## src/sv/counting_semaphore_wait_queue_defines.svh

```systemverilog
// ----------------------------------------------------------------------------
// Counting semaphore wait queue: assertion macros
// Assertion macros shared by the RTL. They expand to nothing under SYNTH.
// ----------------------------------------------------------------------------
`ifndef COUNTING_SEMAPHORE_WAIT_QUEUE_DEFINES_SVH
`define COUNTING_SEMAPHORE_WAIT_QUEUE_DEFINES_SVH

`ifndef SYNTH
`define CSQ_ASSERT(name, prop, msg) \
   name: assert property (@(posedge clock) disable iff (reset) prop) else $error(msg);
`define CSQ_ASSERT_ALWAYS(name, prop, msg) \
   name: assert property (@(posedge clock) prop) else $error(msg);
`else
`define CSQ_ASSERT(name, prop, msg)
`define CSQ_ASSERT_ALWAYS(name, prop, msg)
`endif

`endif

```

## src/sv/csq_pkg.sv

```systemverilog
// ----------------------------------------------------------------------------
// Counting semaphore wait queue package
// Shared widths, request and status codes, and controller interface types.
// ----------------------------------------------------------------------------
package csq_pkg;

   localparam int QUEUE_DEPTH_DEF    = 16;
   localparam int THREAD_ID_BITS_DEF = 8;

   localparam int REQ_W    = 2;
   localparam int STATUS_W = 3;
   localparam int CFG_W    = 16;
   localparam int COUNT_W  = 17;

   localparam logic [REQ_W-1:0] REQ_WAIT   = 2'd0;
   localparam logic [REQ_W-1:0] REQ_SIGNAL = 2'd1;
   localparam logic [REQ_W-1:0] REQ_DEACT  = 2'd2;

   localparam logic [STATUS_W-1:0] ST_PASSED      = 3'd0;
   localparam logic [STATUS_W-1:0] ST_BLOCKED     = 3'd1;
   localparam logic [STATUS_W-1:0] ST_NO_WAITER   = 3'd2;
   localparam logic [STATUS_W-1:0] ST_WOKEN       = 3'd3;
   localparam logic [STATUS_W-1:0] ST_DEACTIVATED = 3'd4;
   localparam logic [STATUS_W-1:0] ST_REFUSED     = 3'd5;
   localparam logic [STATUS_W-1:0] ST_FULL        = 3'd6;
   localparam logic [STATUS_W-1:0] ST_SATURATED   = 3'd7;

   localparam logic signed [COUNT_W-1:0] COUNT_TOP    = 17'sh0FFFF;
   localparam logic signed [COUNT_W-1:0] COUNT_BOTTOM = 17'sh10000;

   typedef enum logic [2:0] {
      S_IDLE  = 3'b001,
      S_EXEC  = 3'b010,
      S_DRAIN = 3'b100
   } state_type;

   typedef struct packed {
      logic                capture;
      logic                dec_count;
      logic                inc_count;
      logic                enqueue;
      logic                dequeue;
      logic                clear_active;
      logic                out_valid;
      logic [STATUS_W-1:0] out_status;
      logic                out_last;
      logic                out_use_id;
   } ctrl_cmd_type;

   typedef struct packed {
      logic count_bottom;
      logic count_top;
      logic count_nonpos;
      logic count_neg;
      logic queue_full;
      logic queue_empty;
      logic active;
   } dp_status_type;

endpackage

```

## src/sv/csq_ctrl.sv

```systemverilog
// ----------------------------------------------------------------------------
// Counting semaphore wait queue controller
// Decodes each request against the datapath status and sequences the drain.
// ----------------------------------------------------------------------------
module csq_ctrl (
   input  logic                   clock,
   input  logic                   reset,
   input  logic                   start,
   input  logic [csq_pkg::REQ_W-1:0] req_type,
   input  csq_pkg::dp_status_type dp_status,
   output csq_pkg::ctrl_cmd_type  cmd,
   output logic                   busy
);
   import csq_pkg::*;

   state_type        state_ff, state_in;
   logic [REQ_W-1:0] req_type_ff, req_type_in;

   always_ff @(posedge clock) begin
      if (reset) begin
         state_ff <= S_IDLE;
      end else begin
         state_ff <= state_in;
      end
   end

   always_ff @(posedge clock) begin
      req_type_ff <= req_type_in;
   end

   assign busy = (state_ff != S_IDLE);

   always_comb begin
      state_in    = state_ff;
      req_type_in = req_type_ff;
      cmd         = '0;
      case (state_ff)
         S_IDLE: begin
            if (start) begin
               cmd.capture = 1'b1;
               req_type_in = req_type;
               state_in    = S_EXEC;
            end
         end
         S_EXEC: begin
            state_in = S_IDLE;
            case (req_type_ff)
               REQ_WAIT: begin
                  cmd.out_valid = 1'b1;
                  cmd.out_last  = 1'b1;
                  if (dp_status.count_bottom) begin
                     cmd.out_status = ST_FULL;
                  end else if (dp_status.count_nonpos) begin
                     if (dp_status.queue_full) begin
                        cmd.out_status = ST_FULL;
                     end else begin
                        cmd.dec_count  = 1'b1;
                        cmd.enqueue    = 1'b1;
                        cmd.out_status = ST_BLOCKED;
                     end
                  end else begin
                     cmd.dec_count  = 1'b1;
                     cmd.out_status = ST_PASSED;
                  end
               end
               REQ_SIGNAL: begin
                  cmd.out_valid = 1'b1;
                  cmd.out_last  = 1'b1;
                  if (dp_status.count_top) begin
                     cmd.out_status = ST_SATURATED;
                  end else begin
                     cmd.inc_count = 1'b1;
                     if (!dp_status.count_neg) begin
                        cmd.out_status = ST_PASSED;
                     end else if (dp_status.queue_empty) begin
                        cmd.out_status = ST_NO_WAITER;
                     end else begin
                        cmd.dequeue    = 1'b1;
                        cmd.out_use_id = 1'b1;
                        cmd.out_status = ST_WOKEN;
                     end
                  end
               end
               REQ_DEACT: begin
                  if (!dp_status.active) begin
                     cmd.out_valid  = 1'b1;
                     cmd.out_last   = 1'b1;
                     cmd.out_status = ST_REFUSED;
                  end else begin
                     cmd.clear_active = 1'b1;
                     state_in         = S_DRAIN;
                  end
               end
               default: begin
               end
            endcase
         end
         S_DRAIN: begin
            cmd.out_valid = 1'b1;
            if (dp_status.queue_empty) begin
               cmd.out_status = ST_DEACTIVATED;
               cmd.out_last   = 1'b1;
               state_in       = S_IDLE;
            end else begin
               cmd.dequeue    = 1'b1;
               cmd.out_use_id = 1'b1;
               cmd.out_status = ST_WOKEN;
            end
         end
         default: begin
            state_in = S_IDLE;
         end
      endcase
   end

endmodule

```

## src/sv/csq_dp.sv

```systemverilog
// ----------------------------------------------------------------------------
// Counting semaphore wait queue datapath
// Holds the count, the active flag, the id queue and the result registers.
// ----------------------------------------------------------------------------
`include "counting_semaphore_wait_queue_defines.svh"

module csq_dp #(
   parameter int QUEUE_DEPTH    = csq_pkg::QUEUE_DEPTH_DEF,
   parameter int THREAD_ID_BITS = csq_pkg::THREAD_ID_BITS_DEF
) (
   input  logic                         clock,
   input  logic                         reset,
   input  logic [THREAD_ID_BITS-1:0]    req_thread_id,
   input  logic                         csr_wr_en,
   input  logic [csq_pkg::CFG_W-1:0]    csr_wr_data,
   input  csq_pkg::ctrl_cmd_type        cmd,
   output csq_pkg::dp_status_type       dp_status,
   output logic                         rsp_strobe,
   output logic [csq_pkg::STATUS_W-1:0] rsp_status,
   output logic [THREAD_ID_BITS-1:0]    rsp_woken_id,
   output logic                         rsp_last
);
   import csq_pkg::*;

   localparam int PTR_W = (QUEUE_DEPTH > 1) ? $clog2(QUEUE_DEPTH) : 1;
   localparam int OCC_W = $clog2(QUEUE_DEPTH + 1);
   localparam logic [PTR_W-1:0] PTR_LAST = PTR_W'(QUEUE_DEPTH - 1);
   localparam logic [OCC_W-1:0] OCC_FULL = OCC_W'(QUEUE_DEPTH);

   logic signed [COUNT_W-1:0] count_ff, count_in;
   logic                      active_ff, active_in;
   logic [PTR_W-1:0]          head_ff, head_in;
   logic [PTR_W-1:0]          tail_ff, tail_in;
   logic [OCC_W-1:0]          occ_ff, occ_in;
   logic [THREAD_ID_BITS-1:0] id_ff;
   logic [THREAD_ID_BITS-1:0] rd_data_ff;
   logic                      strobe_ff;
   logic [STATUS_W-1:0]       status_ff;
   logic [THREAD_ID_BITS-1:0] woken_ff;
   logic                      last_ff;
   logic [THREAD_ID_BITS-1:0] queue_mem [QUEUE_DEPTH];

   always_comb begin
      count_in = count_ff;
      if (csr_wr_en) begin
         count_in = signed'({1'b0, csr_wr_data});
      end else if (cmd.dec_count) begin
         count_in = count_ff - 17'sd1;
      end else if (cmd.inc_count) begin
         count_in = count_ff + 17'sd1;
      end
   end

   assign active_in = active_ff & ~cmd.clear_active;
   assign head_in   = !cmd.dequeue ? head_ff :
                      (head_ff == PTR_LAST) ? '0 : head_ff + 1'b1;
   assign tail_in   = !cmd.enqueue ? tail_ff :
                      (tail_ff == PTR_LAST) ? '0 : tail_ff + 1'b1;

   always_comb begin
      occ_in = occ_ff;
      if (cmd.enqueue && !cmd.dequeue) begin
         occ_in = occ_ff + 1'b1;
      end else if (cmd.dequeue && !cmd.enqueue) begin
         occ_in = occ_ff - 1'b1;
      end
   end

   always_ff @(posedge clock) begin
      if (reset) begin
         count_ff  <= '0;
         active_ff <= 1'b1;
         head_ff   <= '0;
         tail_ff   <= '0;
         occ_ff    <= '0;
         strobe_ff <= 1'b0;
      end else begin
         count_ff  <= count_in;
         active_ff <= active_in;
         head_ff   <= head_in;
         tail_ff   <= tail_in;
         occ_ff    <= occ_in;
         strobe_ff <= cmd.out_valid;
      end
   end

   always_ff @(posedge clock) begin
      if (cmd.capture) begin
         id_ff <= req_thread_id;
      end
      if (cmd.out_valid) begin
         status_ff <= cmd.out_status;
         last_ff   <= cmd.out_last;
         woken_ff  <= cmd.out_use_id ? rd_data_ff : '0;
      end
   end

   always_ff @(posedge clock) begin
      if (cmd.enqueue) begin
         queue_mem[tail_ff] <= id_ff;
      end
      rd_data_ff <= queue_mem[head_in];
   end

   always_comb begin
      dp_status.count_bottom = (count_ff == COUNT_BOTTOM);
      dp_status.count_top    = (count_ff == COUNT_TOP);
      dp_status.count_nonpos = (count_ff <= 17'sd0);
      dp_status.count_neg    = (count_ff < 17'sd0);
      dp_status.queue_full   = (occ_ff >= OCC_FULL);
      dp_status.queue_empty  = (occ_ff == '0);
      dp_status.active       = active_ff;
   end

   assign rsp_strobe   = strobe_ff;
   assign rsp_status   = status_ff;
   assign rsp_woken_id = woken_ff;
   assign rsp_last     = last_ff;

   `CSQ_ASSERT(a_occ_bound, (occ_ff <= OCC_FULL), "Queue occupancy exceeds its depth.")
   `CSQ_ASSERT(a_no_enq_full, (cmd.enqueue |-> !dp_status.queue_full), "Enqueue on a full queue.")
   `CSQ_ASSERT(a_no_deq_empty, (cmd.dequeue |-> !dp_status.queue_empty), "Dequeue on an empty queue.")
   `CSQ_ASSERT(a_ptr_match, ((head_ff == tail_ff) == ((occ_ff == '0) || (occ_ff == OCC_FULL))), "Queue pointers disagree with occupancy.")
   `CSQ_ASSERT_ALWAYS(a_reset_idle, ($past(reset) |-> !rsp_strobe), "Result strobe right after reset.")

endmodule

```

## src/sv/counting_semaphore_wait_queue.sv

```systemverilog
// ----------------------------------------------------------------------------
// Counting semaphore wait queue
// Counting semaphore with a FIFO of blocked thread ids.
// ----------------------------------------------------------------------------
// A request is taken when start is high and busy is low. Wait and signal
// requests each pass through the transfer cycle and the execute cycle, with
// the result on the rsp_ ports for one cycle right after the execute cycle. A
// deactivate of an active semaphore passes through the transfer cycle, the
// execute cycle and the drain, which reads one id per cycle from the queue
// memory and issues one transfer per id, followed by the done result. The
// receiver cannot stall, so every strobed result must be taken in the cycle
// it appears. A csr_ write loads the count and must only happen while the
// block is not busy.
`include "counting_semaphore_wait_queue_defines.svh"

module counting_semaphore_wait_queue #(
   parameter int QUEUE_DEPTH    = csq_pkg::QUEUE_DEPTH_DEF,
   parameter int THREAD_ID_BITS = csq_pkg::THREAD_ID_BITS_DEF
) (
   input  logic                         clock,
   input  logic                         reset,
   input  logic                         start,
   output logic                         busy,
   input  logic [csq_pkg::REQ_W-1:0]    req_type,
   input  logic [THREAD_ID_BITS-1:0]    req_thread_id,
   output logic                         rsp_strobe,
   output logic [csq_pkg::STATUS_W-1:0] rsp_status,
   output logic [THREAD_ID_BITS-1:0]    rsp_woken_id,
   output logic                         rsp_last,
   input  logic                         csr_wr_en,
   input  logic [csq_pkg::CFG_W-1:0]    csr_wr_data
);
   import csq_pkg::*;

   ctrl_cmd_type  cmd;
   dp_status_type dp_status;

   csq_ctrl u_ctrl (
      .clock     (clock),
      .reset     (reset),
      .start     (start),
      .req_type  (req_type),
      .dp_status (dp_status),
      .cmd       (cmd),
      .busy      (busy)
   );

   csq_dp #(
      .QUEUE_DEPTH    (QUEUE_DEPTH),
      .THREAD_ID_BITS (THREAD_ID_BITS)
   ) u_dp (
      .clock         (clock),
      .reset         (reset),
      .req_thread_id (req_thread_id),
      .csr_wr_en     (csr_wr_en),
      .csr_wr_data   (csr_wr_data),
      .cmd           (cmd),
      .dp_status     (dp_status),
      .rsp_strobe    (rsp_strobe),
      .rsp_status    (rsp_status),
      .rsp_woken_id  (rsp_woken_id),
      .rsp_last      (rsp_last)
   );

   `CSQ_ASSERT(a_woken_not_last_only_drain, ((rsp_strobe && !rsp_last) |-> (rsp_status == ST_WOKEN)), "A non-final result is not a woken id.")
   `CSQ_ASSERT(a_capture_when_free, (cmd.capture |-> (start && !busy)), "Request captured while busy.")
   `CSQ_ASSERT(a_busy_after_accept, ((start && !busy) |=> busy), "Busy not raised after a request transfer.")

endmodule
```

## config.mk

```make
export PLATFORM = sky130hd
export DESIGN_NAME = counting_semaphore_wait_queue
export DESIGN_NICKNAME = d
export VERILOG_FILES = /design/src/sv/csq_pkg.sv /design/src/sv/csq_ctrl.sv /design/src/sv/csq_dp.sv /design/src/sv/counting_semaphore_wait_queue.sv
export VERILOG_INCLUDE_DIRS = /design/src /design/src/sv
export SDC_FILE = /design/constraint.sdc
export NUM_CORES = 1
export LEC_CHECK = 0
export ABC_AREA = 1
export BUFFER_PORTS_ARGS = -buffer_cell sky130_fd_sc_hd__buf_2
export CORE_ASPECT_RATIO = 0.6
export CORE_MARGIN = 3
export CORE_UTILIZATION = 40
export DETAILED_ROUTE_END_ITERATION = 10
export HOLD_SLACK_MARGIN = 0.06
export PLACE_DENSITY = 0.57
export SYNTH_ARGS = -nofsm -noshare
export SYNTH_HDL_FRONTEND = slang
export SYNTH_HIERARCHICAL = 1
export SYNTH_SLANG_ARGS = --single-unit
```

## constraint.sdc

```tcl
create_clock -name clock -period 7.8 [get_ports clock]
set_clock_uncertainty 0.15 [all_clocks]
set_input_delay 0.39 -clock clock [delete_from_list [all_inputs] [get_ports clock]]
set_output_delay 0.39 -clock clock [all_outputs]
set_load 0.01 [all_outputs]
```

==> results.toml, run 1 <==
[synth]
synth_most_common_cell = "nand2_1"
ys_seq_area_share_pct = 58.9
synthTopCellsByCount = "nand2_1 (227), edfxtp_1 (150), inv_1 (136)"
syn_area_sq_um = 9110
synth_largest_area_cell = "edfxtp_1"
ys_warn_count = 6
syn_avg_cell_area_sq_um = 9.59
ys_ff_latch = 193
synth_area_leaders = "edfxtp_1 (49%), dfxtp_1 (9.4%), nand2_1 (9.4%)"
synth_flop_cell = "edfxtp_1"
synth_nets = 1006
ys_types = 42
synth_top_area_share_pct = 49.4
synth_async_sr_flop_share_pct = 0
synth_edf_count = 150
synth_cells = 950

[run_status]
status = "complete, no violations"

[routing]
wl_mm = 23.3
ant_nets = 0
routed-via-count = 6559
drt_iter0_markers = 606
dr.pass1.iters = 5
drc = 0
vias_per_cell = 4.98
routedWlPerCell_microns = 17.7

[clock_network]
root_buffer = "clkbuf_16"
cts_inserted_buffers = 17
cts_tree = "done"
ctsResizeCount = 0
post_cts_buffers = 0
clkTransAtPathRegs_ns = 0.07
htreeDepth = 4
clk_path_buf_depth = 2
cts_hold_buffers = 14
clk_latency_ns = 0.44
clock_sinks = 193

[worst_setup_path]
max_stage_delay_ns = 1.01
cp-start-kind = "register"
critical-path-slowest-cell = "nand2_4"
critical_path_class = "register to register"
cpMostUsedCell = "nand3_1"
cp.buffers_inverters = 2
arrival_ns = 4.43
cp_max_fo = 113
cp_cell_sequence = "inv_1 -> nand4_1 -> nor3_1 -> nor4b_1 -> inv_1 -> nand3_1 -> o21ai_2 -> nand4_2 -> nand2_4 -> nand2_1 -> o211ai_1 -> nand3_1 -> nand3_1 -> nand2_1"
critical-path-top-delay-family = "simple AND/OR/NAND/NOR gates"
required_ns = 7.97
endpoint_kind = "register"

[sta]
setup_tns_ns = 0
grt_setup_unrepaired = "no"
hold_ws_ns = 0.0838
fin_crit_ns = 4.27
hold_violations = 0
fmax_mhz = 234
worstMarginPinSlew_ns = 1.14
slew_headroom_pct = 23.8
slew_violations = 0
period_share_pct = 54.7
setup_ws_ns = 3.53
setup_viol = 0

[placement]
place_ws_ns = 3.04
dp.cells = 1270
portBuffers = 43
gp_congestion = 0.882
hpwl_mm = 15.8
placed_area_sq_um = 9530

[die]
rows = 42
ios = 44
start_util_pct = 41.0
die_h_microns = 123
die_w_microns = 201
placeableCoreArea_sq_um = 22200
dieArea_sq_um = 24700

[grt]
grt_pass1_wl_mm = 35.8
grt_overflow = 0
grt.total_usage_pct = 19.5
antenna_found_initial = 0
grt_pass1_vias = 5859
grt_max_degree = 114

[final_layout]
nNetsFinal = 1051
area_growth_pct = 13.3
fin_cells = 1316
post-route-cell-area_sq_um = 10300
insertedDiodeCount = 0
drive_gt1_share_pct = 9.92

[hold_path]
hp-class = "input port to register"

[power]
pwr_density_cell_nw_per_um2 = 208
p_leak_uw = 0.00437
vdd_ir_drop_max_v = 0.000165

[job]
drv_cap = 0
[cell type report]
type	count	area, sq um
sequential	193	5370
tap	308	385
multi-input combinational	581	3010
clock inverter	6	90.1
timing repair buffer	62	393
fill	2091	11900
clock buffer	26	553
inverter	140	526
[per-layer routing]
layer | up-vias | part of all wire, % | global-route usage (%)
met5 | - | 0 | 0
met4 | 0 | 0.73 | 4.38
li1 | 3285 | - | -
met1 | 3053 | 55 | 32.7
met2 | 207 | 35 | 23.0
met3 | 14 | 8.7 | 6.26
[cells in the final DEF (no fill, tap or decap), types with 7 or more instances in the layout]
master	netlist	layout
dfxtp_1	43	43
clkbuf_16	0	20
a21oi_1	49	49
buf_2	11	43
o21ai_0	29	29
inv_1	136	136
nand3_1	98	98
or2_2	7	7
ha_1	24	24
nand2_1	227	227
a22o_1	8	8
o211ai_1	24	24
nor3_1	8	8
edfxtp_1	150	150
dlygate4sd3_1	0	14
nor2_1	52	52
o21ai_1	9	8
[where the power goes]
group          total [uW]  switching [uW]  internal [uW]
sequential           1150            25.9           1120
clock                 932             376            556
combinational        68.4            39.5           28.8
[path summary, 6_finish.rpt]
check	slack (ns)	to	cells after the start	start
worst min-delay path	0.08	u_dp/count_ff[3]	3	csr_wr_data[3]
worst max-delay path	3.53	u_dp/rd_data_ff[6]	14	u_dp/count_ff[16]
worst max register to register	3.53	u_dp/rd_data_ff[6]	14	u_dp/count_ff[16]
worst min register to register	0.33	u_dp/active_ff	2	u_dp/active_ff
[stage by stage]
stage	utilization, %	total power (uW)
floorplan	-	1200
global placement	42.9	1230
detailed placement	42.9	1230
CTS	46.4	2170
global route	46.4	2220
finish	46.4	2150
[tightest hold or removal path, stage by stage]
cell and delay [ns]:
buf_2 0.10, nand2_1 0.05, a31oi_1 0.08
[sequential cells by signal, summed over array words and instances (netlist names), 2 cells and up]
signal / count
u_ctrl/req_type_ff: 2
u_ctrl/state_ff: 3
u_dp/count_ff: 17
u_dp/head_ff: 4
u_dp/id_ff: 8
u_dp/occ_ff: 5
u_dp/queue_mem: 128
u_dp/rd_data_ff: 8
u_dp/rsp_status: 3
u_dp/rsp_woken_id: 8
u_dp/tail_ff: 4
[cell families after synthesis]
| family | share of synthesized area (%) |
|---|---|
| XOR/XNOR | 0.481 |
| flip-flops | 58.9 |
| AND/OR/NAND/NOR | 19.7 |
| buffers and inverters | 8.28 |
| AO/OA/AOI/OAI | 8.80 |
| adder cells (fa/ha/maj) | 3.74 |
| multiplexers | 0.110 |
(Power assumes the default switching activity.)
==> run 2: changes to the inputs <==
==> constraint.sdc (replaced) <==
create_clock -name clock -period 4.1 [get_ports clock]
set_clock_uncertainty 0.15 [all_clocks]
set_input_delay 0.205 -clock clock [delete_from_list [all_inputs] [get_ports clock]]
set_output_delay 0.205 -clock clock [all_outputs]
set_load 0.01 [all_outputs]
==> run 2 against run 1 <==
Via count grew 3.0%. Maximum frequency grew 18%. Sequential share of layout area shrank 1.1 points. Total power grew 88%. Wire length grew 3.1%. Register-to-register slack lost 3.0 ns. Non-clock buffer count grew 27. Hold slack gained 0.0028 ns. Sequential power grew 90%. Sequential cell count is the same. Critical path depth grew 5. Worst setup slack lost 3.0 ns.
==> results.toml, run 2 (same netlist as run 1, synthesis figures left out) <==
[grt]
antenna_found_initial = 0
grt_overflow = 0
grt_pass1_wl_mm = 36.7
grt_pass1_vias = 6104
grt_max_degree = 36
grt.total_usage_pct = 19.9

[placement]
gp_congestion = 0.866
portBuffers = 43
place_ws_ns = 0.548
hpwl_mm = 16.6

[worst_setup_path]
critical_path_class = "register to register"
critical-path-top-delay-family = "simple AND/OR/NAND/NOR gates"
cp-start-kind = "register"
cp_max_fo = 6
endpoint_kind = "register"
cp.buffers_inverters = 4
arrival_ns = 3.83
critical-path-slowest-cell = "fa_1"
max_stage_delay_ns = 0.48
cp_cell_sequence = "inv_1 -> nand4_1 -> nor3_1 -> nor4b_1 -> inv_1 -> nand3_1 -> o21ai_1 -> inv_2 -> ha_1 -> inv_1 -> fa_1 -> a21o_1 -> a21oi_1 -> nor2_1 -> nor2_1 -> nand2_1 -> nand2_1 -> nand2_1 -> nor2_1"
required_ns = 4.33

[sta]
period_share_pct = 87.9
hold_violations = 0
slew_violations = 0
setup_viol = 0
slew_headroom_pct = 24.2
fmax_mhz = 278
setup_ws_ns = 0.498
fin_crit_ns = 3.60
setup_tns_ns = 0
grt_setup_unrepaired = "no"
worstMarginPinSlew_ns = 1.13

[hold_path]
hp-class = "input port to register"

[routing]
vias_per_cell = 5.03
drt_iter0_markers = 736
routed-via-count = 6759
dr.pass1.iters = 6
wl_mm = 24.0
routedWlPerCell_microns = 17.9
ant_nets = 0
drc = 0

[final_layout]
area_growth_pct = 15.7
final_common_cell = "nand2_1"
final_cell_mix = "nand2_1 (227), edfxtp_1 (150), inv_1 (136), nand3_1 (98), nor2_1 (52)"
reg_top3 = "u_dp/queue_mem: 128 flops, u_dp/count_ff: 17 flops"
largest_reg_flops = 128
nNetsFinal = 1078
top_register = "u_dp/queue_mem"
drive_gt1_share_pct = 11.1
insertedDiodeCount = 0

[die]
die_h_microns = 123
die_w_microns = 201
rows = 42
placeableCoreArea_sq_um = 22200
dieArea_sq_um = 24700
start_util_pct = 41.0
ios = 44

[clock_network]
root_buffer = "clkbuf_16"
ctsResizeCount = 0
cts_tree = "done"
clkTransAtPathRegs_ns = 0.08
clk_path_buf_depth = 2
clk_latency_ns = 0.44
clock_sinks = 193
htreeDepth = 4
cts_inserted_buffers = 17

[power]
p_leak_uw = 0.00450
vdd_ir_drop_max_v = 0.000283
pwr_density_cell_nw_per_um2 = 383

[job]
drv_cap = 0

[run_status]
status = "complete, no violations"
## run 2: changes by cell type in the layout (fill, tap and decap cells not counted), sizes merged
cell	delta
buf	+14
clkbuf	-9
clkinv	+6
clkinvlp	-4
dlygate4sd3	+13
inv	+7
## run 2: layout make-up
cell class	instances	area, sq um
fill	2102	11700
sequential	193	5370
multi-input combinational	581	3010
timing repair buffer	89	653
inverter	140	526
clock buffer	17	425
tap	308	385
clock inverter	15	175
## run 2: final timing paths
check        slack, ns                to  cells past startpoint               from
max               0.50    u_dp/occ_ff[4]                     19  u_dp/count_ff[16]
min reg2reg       0.33    u_dp/active_ff                      2     u_dp/active_ff
max reg2reg       0.50    u_dp/occ_ff[4]                     19  u_dp/count_ff[16]
min               0.09  u_dp/count_ff[2]                      3          csr_wr_en
## run 2: worst min-delay path, delay by kind of cell
family,cells,cell delay [ns]
AND/OR/NAND/NOR,1,0.11
buffers and inverters,1,0.24
AO/OA/AOI/OAI,1,0.07
## run 2: what timing repair did
item,CTS,global route
buffers inserted,0,0
endpoints found under the hold margin,28,0
hold buffers,27,0
## run 2: routing by layer
metal,track usage (%),routed length [microns],part of all wire [%],up-vias
met4,4.08,178,0.74,0
met5,0,0,0,-
met2,24.7,8630,36,235
met1,34.3,13200,55,3165
li1,-,-,-,3342
met3,4.05,1950,8.1,17
## run 2: power by group
part	switching (uW)	total [uW]	leakage (uW)	internal [uW]
Combinational	77.2	140	0.00250	62.5
Sequential	54.9	2190	0.00170	2130
Clock	784	1710	0.000298	922
## run 2: metrics by stage
stage	instances	power [uW]	hold slack [ns]	util [%]	area, sq um
after global routing	1343	4170	0.111	47.4	10500
final	1343	4030	0.0865	47.4	10500
after CTS	1343	4060	0.0659	47.4	10500
after global placement	1284	2350	0.231	43.5	9670
after floorplan	950	2280	0.117	-	9120
after detailed placement	1284	2350	0.233	43.5	9670
